<file path="src/hw/rtl/iss_pkg.sv">
// Shared operation codes and controller/datapath interface types for the stack.
`timescale 1ns / 1ps

package iss_pkg;

	localparam int unsigned ModeW  = 3;
	localparam int unsigned WordW  = 32;
	localparam int unsigned CapW   = 7;
	localparam int unsigned FidxW  = 6;
	localparam int unsigned CountW = 7;

	localparam logic [ModeW-1:0] MODE_PUSH   = 3'd0;
	localparam logic [ModeW-1:0] MODE_POP    = 3'd1;
	localparam logic [ModeW-1:0] MODE_PEEK   = 3'd2;
	localparam logic [ModeW-1:0] MODE_SEARCH = 3'd3;
	localparam logic [ModeW-1:0] MODE_CLEAR  = 3'd4;

	// controller -> datapath
	typedef struct packed {
		logic start;       // item accepted this cycle
		logic read_done;   // pop/peek data is in the read register
		logic search_step; // compare one entry, move down one
	} cmd_t;

	// datapath -> controller
	typedef struct packed {
		logic empty;       // no stored entries
		logic hit;         // entry in the read register matches
		logic last;        // compared entry is index zero
	} sts_t;

endpackage

</file>
<file path="src/hw/rtl/iss_ctrl.sv">
// Controller state machine: sequences one item through read, search and result.
`timescale 1ns / 1ps

module iss_ctrl (
	input  logic                   clk,
	input  logic                   arst_n,
	input  logic                   in_valid,
	output logic                   in_ready,
	input  logic [iss_pkg::ModeW-1:0] mode,
	output logic                   out_valid,
	input  logic                   out_ready,
	input  iss_pkg::sts_t          sts,
	output iss_pkg::cmd_t          cmd
);
	import iss_pkg::*;

	typedef enum logic [3:0] {
		S_IDLE = 4'b0001,
		S_READ = 4'b0010,
		S_SRCH = 4'b0100,
		S_OUT  = 4'b1000
	} state_t;

	state_t state_q, state_d;
	logic   accept;

	assign in_ready  = (state_q == S_IDLE);
	assign out_valid = (state_q == S_OUT);
	assign accept    = in_valid && in_ready;

	assign cmd.start       = accept;
	assign cmd.read_done   = (state_q == S_READ);
	assign cmd.search_step = (state_q == S_SRCH);

	always_comb begin
		state_d = state_q;
		case (state_q)
			S_IDLE: begin
				if (accept) begin
					if ((mode == MODE_POP || mode == MODE_PEEK) && !sts.empty)
						state_d = S_READ;
					else if (mode == MODE_SEARCH && !sts.empty)
						state_d = S_SRCH;
					else
						state_d = S_OUT;
				end
			end
			S_READ: state_d = S_OUT;
			S_SRCH: begin
				if (sts.hit || sts.last)
					state_d = S_OUT;
			end
			S_OUT: begin
				if (out_ready)
					state_d = S_IDLE;
			end
			default: state_d = S_IDLE;
		endcase
	end

	always_ff @(posedge clk or negedge arst_n) begin
		if (!arst_n)
			state_q <= S_IDLE;
		else
			state_q <= state_d;
	end

endmodule

</file>
<file path="src/hw/rtl/iss_datapath.sv">
// Datapath: stack store, count, capacity register, search index and result registers.
`timescale 1ns / 1ps

module iss_datapath #(
	parameter int unsigned DEPTH = 64
) (
	input  logic                          clk,
	input  logic                          arst_n,
	input  iss_pkg::cmd_t                 cmd,
	output iss_pkg::sts_t                 sts,
	input  logic [iss_pkg::ModeW-1:0]     mode,
	input  logic signed [iss_pkg::WordW-1:0] value,
	input  logic                          cfg_we,
	input  logic [iss_pkg::CapW-1:0]      cfg_data,
	output logic                          status,
	output logic signed [iss_pkg::WordW-1:0] data,
	output logic [iss_pkg::FidxW-1:0]     found_index,
	output logic [iss_pkg::CountW-1:0]    count,
	output logic                          is_empty,
	output logic                          is_full
);
	import iss_pkg::*;

	localparam int unsigned AW = (DEPTH > 1) ? $clog2(DEPTH) : 1;
	localparam int unsigned CW = $clog2(DEPTH + 1);
	localparam int unsigned EW = (CW > CapW) ? CW : CapW;
	localparam logic [EW-1:0] DepthE = EW'(DEPTH);

	logic [WordW-1:0] mem [DEPTH];
	logic [WordW-1:0] rd_q;
	logic [AW-1:0]    raddr;
	logic             we;

	logic [CW-1:0]    count_q;
	logic [CapW-1:0]  cap_q;
	logic [AW-1:0]    idx_q;
	logic [WordW-1:0] key_q;
	logic             pop_q;
	logic             status_q;
	logic [WordW-1:0] data_q;
	logic [AW-1:0]    fidx_q;

	logic [EW-1:0]    cap_e;
	logic [EW-1:0]    effcap;
	logic [EW-1:0]    count_e;
	logic             can_push;

	assign cap_e    = EW'(cap_q);
	assign effcap   = (cap_e > DepthE) ? DepthE : cap_e;
	assign count_e  = EW'(count_q);
	assign can_push = (count_e < effcap);

	assign sts.empty = (count_q == '0);
	assign sts.hit   = (rd_q == key_q);
	assign sts.last  = (idx_q == '0);

	// idle: fetch the top entry; search: fetch the one below the compared entry
	assign raddr = cmd.search_step ? (idx_q - 1'b1) : AW'(count_q - 1'b1);
	assign we    = cmd.start && (mode == MODE_PUSH) && can_push;

	always_ff @(posedge clk) begin
		if (we)
			mem[AW'(count_q)] <= value;
		rd_q <= mem[raddr];
	end

	always_ff @(posedge clk or negedge arst_n) begin
		if (!arst_n) begin
			count_q <= '0;
			cap_q   <= CapW'(64);
		end else begin
			if (cfg_we)
				cap_q <= cfg_data;
			if (cmd.start) begin
				if (we)
					count_q <= count_q + 1'b1;
				else if (mode == MODE_CLEAR)
					count_q <= '0;
			end else if (cmd.read_done && pop_q) begin
				count_q <= count_q - 1'b1;
			end
		end
	end

	always_ff @(posedge clk) begin
		if (cmd.start) begin
			key_q  <= value;
			pop_q  <= (mode == MODE_POP);
			idx_q  <= AW'(count_q - 1'b1);
			data_q <= '0;
			fidx_q <= '0;
			case (mode)
				MODE_PUSH:   status_q <= !can_push;
				MODE_POP,
				MODE_PEEK,
				MODE_SEARCH: status_q <= sts.empty;
				MODE_CLEAR:  status_q <= 1'b0;
				default:     status_q <= 1'b1;
			endcase
		end else if (cmd.read_done) begin
			data_q   <= rd_q;
			status_q <= 1'b0;
		end else if (cmd.search_step) begin
			if (sts.hit) begin
				status_q <= 1'b0;
				fidx_q   <= idx_q;
			end else if (sts.last) begin
				status_q <= 1'b1;
			end else begin
				idx_q <= idx_q - 1'b1;
			end
		end
	end

	assign status      = status_q;
	assign data        = data_q;
	assign found_index = FidxW'(fidx_q);
	assign count       = CountW'(count_q);
	assign is_empty    = (count_q == '0);
	assign is_full     = (count_e >= effcap);

endmodule

</file>
<file path="src/hw/rtl/integer_stack_with_search.sv">
// Top level of the bounded integer stack with search.
`timescale 1ns / 1ps

// Bounded LIFO of signed 32-bit words, DEPTH entries in a block RAM with a
// registered read port. One item is handled at a time; in_ready is high only
// while the block is idle. Push, clear and an unknown mode go straight to the
// result; pop and peek first do one RAM read, unless the stack is empty. Search
// walks down from the top, one entry per cycle through the RAM read port,
// comparing at most the current count of entries. The result then stays on
// the output until out_ready takes it, and the block can accept the next item
// in the cycle after that. count and found_index
// report their low 7 and 6 bits. Capacity writes are taken at any time
// (cfg_ready is tied high) but must only be issued while the block is idle.
module integer_stack_with_search #(
	parameter int unsigned DEPTH = 64
) (
	input  logic                              clk,
	input  logic                              arst_n,
	input  logic                              in_valid,
	output logic                              in_ready,
	input  logic [iss_pkg::ModeW-1:0]         mode,
	input  logic signed [iss_pkg::WordW-1:0]  value,
	output logic                              out_valid,
	input  logic                              out_ready,
	output logic                              status,
	output logic signed [iss_pkg::WordW-1:0]  data,
	output logic [iss_pkg::FidxW-1:0]         found_index,
	output logic [iss_pkg::CountW-1:0]        count,
	output logic                              is_empty,
	output logic                              is_full,
	input  logic                              cfg_valid,
	output logic                              cfg_ready,
	input  logic [iss_pkg::CapW-1:0]          cfg_data
);
	import iss_pkg::*;

	cmd_t cmd;
	sts_t sts;

	assign cfg_ready = 1'b1;

	iss_ctrl u_ctrl (
		.clk       (clk),
		.arst_n    (arst_n),
		.in_valid  (in_valid),
		.in_ready  (in_ready),
		.mode      (mode),
		.out_valid (out_valid),
		.out_ready (out_ready),
		.sts       (sts),
		.cmd       (cmd)
	);

	iss_datapath #(
		.DEPTH (DEPTH)
	) u_datapath (
		.clk         (clk),
		.arst_n      (arst_n),
		.cmd         (cmd),
		.sts         (sts),
		.mode        (mode),
		.value       (value),
		.cfg_we      (cfg_valid && cfg_ready),
		.cfg_data    (cfg_data),
		.status      (status),
		.data        (data),
		.found_index (found_index),
		.count       (count),
		.is_empty    (is_empty),
		.is_full     (is_full)
	);

endmodule
</file>
<file path="config.mk">
export PLATFORM = sky130hd
export DESIGN_NAME = integer_stack_with_search
export DESIGN_NICKNAME = d
export VERILOG_FILES = /design/src/hw/rtl/iss_pkg.sv /design/src/hw/rtl/iss_ctrl.sv /design/src/hw/rtl/iss_datapath.sv /design/src/hw/rtl/integer_stack_with_search.sv
export SDC_FILE = /design/constraint.sdc
export NUM_CORES = 2
export LEC_CHECK = 0
export ABC_CLOCK_PERIOD_IN_PS = 5360
export BUFFER_PORTS_ARGS = -buffer_cell sky130_fd_sc_hd__buf_2
export CORE_ASPECT_RATIO = 0.75
export CORE_MARGIN = 2
export CORE_UTILIZATION = 58
export CTS_CLUSTER_SIZE = 25
export DETAILED_ROUTE_END_ITERATION = 16
export GPL_ROUTABILITY_DRIVEN = 1
export PLACE_DENSITY = 0.74
export SLEW_MARGIN = 40
export SYNTH_ARGS = -nofsm -noshare
export SYNTH_HDL_FRONTEND = slang
export SYNTH_SLANG_ARGS = --single-unit
</file>
<file path="constraint.sdc">
create_clock -name clk -period 5.36 [get_ports clk]
set_input_delay 0 -clock clk [delete_from_list [all_inputs] [get_ports clk]]
set_output_delay 0 -clock clk [all_outputs]
set_load 0.05 [all_outputs]
</file>
# Word level (Yosys, flattened, before mapping)
# Memory sizes are Yosys's and may differ from the RTL's. A register that Yosys moved wholly into a read port is not among the register bits.
# Index checks and enable logic that the tools add are counted.
# classes
addsub,3
mul,0
div,0
order_cmp,3
eq_ne,16
n_shift,0
muxes,25
bitwise_logic,1
reduce_logical,23
# ops
operator,n
$mux 6,6
$mux 7,5
$eq 32x32->1,1
$mux 4,5
$pmux 4 s4,1
$ne 2x2->1 const B,5
$add 7x1->7 const B,1
$ge 7x7->1,1
$gt 7x7->1 const B,1
$logic_not 7->1,1
$lt 7x7->1,1
$mux 1,7
$sub 7x1->7 const B,1
$eq 3x2->1 const B,2
$logic_and 1x1->1,6
$logic_not 6->1,1
$reduce_and 3->1,2
$sub 6x1->6 const B,1
$eq 4x1->1 const B,1
$eq 4x2->1 const B,1
$eq 4x3->1 const B,1
$eq 4x4->1 const B,1
$reduce_and 2->1,2
$reduce_and 4->1,1
other kinds (13),16
# word_totals
reg_bits,96
latchBits,0
mem_bits_rw,2048
rom_bits,0
in_bits,47
out_inout_bits,51
n_memories,1
# mem_list
name,words,width,rd,rd_clocked_by_memory_dff,wr,line,source
u_datapath.mem,64,32,1,1,1,iss_datapath.sv:29,logic [WordW-1:0] mem [DEPTH];

# Logic depth before layout (Yosys ltp)
# depth
depth_word,7
mapped_depth,14

# Modules after synthesis
# A second synthesis with hierarchy kept.
# hier_totals
cells_unflattened,6382
hier_area_um2,87704.1
# modules_own_cells
module,n_inst,cells_each,area_per_inst_um2,seq_area_each_um2
iss_datapath,1,6350,87392.6,64453.1
iss_ctrl,1,30,300.3,101.3
integer_stack_with_search,1,2,11.3,0.0

# Worst setup path after synthesis
# No wires, ideal clock.
# synth_path
kind,register to register
from,register u_ctrl.state_q[0]
to,memory u_datapath.mem[58][0] (enable)
setup_ns,0.421
arrival_ns,4.665
path_slack_ns,0.274
path_stages_with_launch,10
n_path_buf,2
cell_sequence,dfstp_2 nor4b_2 nand2_1 nor3_1 nand2b_1 or3_1 clkbuf_1 or4_1 clkbuf_1 nor2_1
# synth_via
elab_chain_len,6
# synth_rtl
element,line,source
"start, declared",iss_ctrl.sv:24,"state_t state_q, state_d;"
"start signal, assigned",iss_ctrl.sv:65,state_q <= state_d;
$eq 4x1->1,iss_ctrl.sv:27,assign in_ready = (state_q == S_IDLE);
named net in_ready,integer_stack_with_search.sv:20,"output logic in_ready,"
$logic_and 1x1->1,iss_ctrl.sv:29,assign accept = in_valid && in_ready;
$logic_and 1x1->1 (2 in a row),iss_datapath.sv:59,assign we = cmd.start && (mode == MODE_PUSH) && can_push;
$mux 1,iss_datapath.sv:62,if (we)
$mux 1 (implied by the code),iss_datapath.sv:63,mem[AW'(count_q)] <= value;
"end, declared",iss_datapath.sv:29,
# The timed path passes the listed nets, and every way through them passes these cells.

# Worst setup path in the final report
# layout_path
from,register u_ctrl.state_q[1]
to,register u_datapath.rd_q[16] (read register of u_datapath.mem)
# layout_via
elab_chain_len,2
# layout_rtl
element,line,source
$eq 4x3->1,iss_ctrl.sv:33,assign cmd.search_step = (state_q == S_SRCH);
$mux 6,iss_datapath.sv:58,assign raddr = cmd.search_step ? (idx_q - 1'b1) : AW'(count_q - 1'b1);
"end, declared",iss_datapath.sv:30,logic [WordW-1:0] rd_q;
# Every way passes these cells.
# A chain may end at the register's enable or synchronous reset.

==> flow_metrics.tcl <==
set metrics [dict create \
    pin_count 98 \
    cp.arrival_ns 5.29 \
    leakagePower_nw 31.42 \
    ctsHoldBuffers 68 \
    ys_ff_latch 2176 \
    hpwlAfterDp_mm 132.9 \
    slowest_stage "mux2i_4" \
    grt_pass1_wl_mm 338.0 \
    cp_max_fo 22 \
    grt_usage_pct 32.28 \
    clockRootBuffer "clkbuf_16" \
    die_h_um 333.0 \
    overflow 0 \
    yosys_warnings 0 \
    area_growth_pct 14.04 \
    crit_top_cell "buf_4" \
    drt_iter0_markers 8154 \
    cp-end-kind "register" \
    synth_area_per_cell_sq_um 17.59 \
    postSynth.asyncResetShare_pct 0.8272 \
    wirelength_mm 238.0 \
    final_antenna_net_count 0 \
    h-tree-depth 4 \
    clock_path_buffers 3 \
    drt_pass1_iterations 9 \
    relSlewSlack_pct 31.64 \
    synthCells 4759 \
    clock-sinks 2176 \
    numCtsBuffers 193 \
    nFillCells 9032 \
    setup_slack_ns 0.7605 \
    peakVddDrop_mv 1.014 \
    synthMostInstantiatedCell "edfxtp_1" \
    die_x_um 442.7 \
    insertion_delay_ns 0.84 \
    crit_family "buffers and inverters" \
    num-nets-final 5135 \
    via_per_inst 6.835 \
    cap_violations 0 \
    drc 0 \
    yosysUniqueCellTypes 61 \
    synthFlopType "edfxtp_1" \
    synthDominantCellAreaShare_pct 74.89 \
    synth_area_leaders "edfxtp_1 75%, mux4_2 7.6%, nand2_1 3.6%" \
    path_clk_slew_ns 0.07 \
    setup_tns_ns 0 \
    power_density_nw_per_um2 563.1 \
    antenna_found_initial 14 \
    skew_ns 0.02608 \
    fp-row-count 120 \
    hold_violations 0 \
    drive_above_1_share_pct 19.83 \
    die_area_sq_um 147400 \
    tightestPinTransition_ns 1.016 \
    muxShareOfSynthArea_pct 9.487 \
    synth_edf_count 2088 \
    wl_per_cell_um 33.36 \
    status "completed" \
    critPathLaunchType "register" \
    netlist_top_cells_count "2088 x edfxtp_1, 800 x nand2_1, 284 x mux4_2" \
    cpPeakStageDelay_ns 0.59 \
    vias 48780 \
    fmax_mhz 217.4 \
    post_cts_buffers 0 \
    yosysSeqAreaShare_pct 77.11 \
    synth_area_sq_um 83720 \
    cts_tree "done" \
    worstSetupPathType "reg2reg" \
    initial_core_util_pct 58.51 \
    grt_max_degree 122 \
    slew_violations 0 \
    path_buf_inv 5 \
    hold_class "in2reg" \
    syn_nets 4818 \
    synth_simple_gate_area_share_pct 7.341 \
    synth_top_area_cell "edfxtp_1" \
    gp_congestion 0.9105 \
    critPathRequiredTime_ns 6.05 \
    layout_min_cycle_time_ns 4.599 \
    setup_viol 0 \
    rsz0062_at_grt "no" \
    cts-resized-gates 0 \
    timing.final.crit_share_pct 85.81 \
    synthAdderAreaFrac_pct 0.1793 \
    core_sq_um 143100 \
    worstPathCellList "or4b_1 -> buf_4 -> mux2i_4 -> buf_4 -> buf_4 -> buf_4 -> mux4_2 -> nand2_1 -> o21ai_0 -> nor4_2 -> buf_4 -> nor4_1" \
    synth_compound_area_share_pct 3.765 \
    grt_pass1_vias 46440 \
    io_buffer_count 96 \
    synth_top_family_by_area "multiplexers" \
    synth_xor_area_share_pct 0.4170 \
    hold_ws_ns 0.1212 \
    dp_slack_ns 0.6460 \
]
[cell type report]
class / count / area, sq um / area share (%)
inverter: 12 / 46.29 / 0.04849
clock inverter: 113 / 1020 / 1.068
clock buffer: 246 / 5214 / 5.461
timing repair buffer: 412 / 3719 / 3.895
sequential: 2176 / 64550 / 67.62
multi-input combinational: 2281 / 18540 / 19.42
antenna: 5 / 12.51 / 0.01311
tap: 1891 / 2366 / 2.478
[cells in the final DEF (no fill, tap or decap), types with 8 or more instances in the layout]
cell,instances
a21oi_1,43
a22o_1,62
a311oi_1,63
a32o_1,97
and3_1,68
buf_12,43
buf_2,94
buf_4,190
buf_6,10
bufinv_16,16
clkbuf_1,39
clkbuf_16,197
clkbuf_8,10
clkinv_1,44
clkinv_2,37
dfrtp_1,16
dfxtp_1,70
dlygate4sd3_1,68
edfxtp_1,2088
ha_1,12
inv_1,10
inv_6,8
mux2_2,8
mux2i_1,139
mux4_2,284
nand2_1,797
nand3_1,209
nor2_1,23
nor2_4,64
nor3_1,63
nor3_2,13
nor4_1,90
nor4_2,17
o21ai_0,72
o22ai_1,35
xor2_1,34
[final timing paths]
check / cells past startpoint / to / slack [ns] / startpoint
setup / recovery: 12 / u_datapath.rd_q[16] / 0.76 / u_ctrl.state_q[1]
hold / removal: 3 / u_datapath.pop_q / 0.12 / mode[2]
max in group asynchronous: 4 / u_datapath.cap_e[6] / 4.72 / arst_n
setup reg to reg: 12 / u_datapath.rd_q[16] / 0.76 / u_ctrl.state_q[1]
min in group asynchronous: 4 / u_datapath.count[0] / 0.29 / arst_n
hold reg to reg: 2 / u_datapath.data[13] / 0.45 / u_datapath.data[13]
[power breakdown]
part           switching [mW]  leakage [nW]  internal (mW)  total [mW]
sequential              0.587          19.6           19.0        19.6
combinational            13.1          8.79           7.27        20.4
clock                    6.15          3.06           7.66        13.8
total                    19.8          31.4           33.9        53.8
[worst register-to-register path, cell delays in order, from the launching register on]
cell and delay (ns):
dfrtp_1 0.47, or4b_1 0.52, buf_4 0.25, mux2i_4 0.60, buf_4 0.38, buf_4 0.41, buf_4 0.31, mux4_2 0.51
nand2_1 0.09, o21ai_0 0.14, nor4_2 0.49, buf_4 0.24, nor4_1 0.05
[layer usage]
layer | up-vias | part of all wire [%] | GRT usage, %
met1 | 24550 | 37 | 47.27
met2 | 4205 | 43 | 45.40
met4 | 16 | 4.1 | 12.42
met5 | - | 0.049 | 0
li1 | 19490 | - | -
met3 | 519 | 16 | 10.66
[kinds of logic after synthesis]
family,count (synthesis)
flip-flops,2176
AND/OR/NAND/NOR,1387
multiplexers,435
AO/OA/AOI/OAI,407
buffers and inverters,302
XOR/XNOR,39
adder cells (fa/ha/maj),12
other,1
[registers in the layout, indices dropped and copies added (netlist names)]
register and flops:
u_datapath.mem 2048, u_datapath.data 32, u_datapath.key_q 32, u_datapath.rd_q 32
u_datapath.cap_e 7, u_datapath.count 7, u_datapath.found_index 6, u_datapath.idx_q 6
u_ctrl.state_q 4, u_datapath.pop_q 1, u_datapath.status 1
[stage by stage]
stage          total power, mW  instances  area (sq um)  util (%)
3_3_place_gp             39.11       6690         88070     61.55
6_report                 53.76       7136         95470     66.72
5_1_grt                  55.20       7131         95460     66.71
2_1_floorplan            31.49       4759         83720         -
3_5_place_dp             39.50       6694         88300     61.71
4_1_cts                  53.24       7121         95210     66.54
Note: power is estimated with default switching activity, not from simulation.
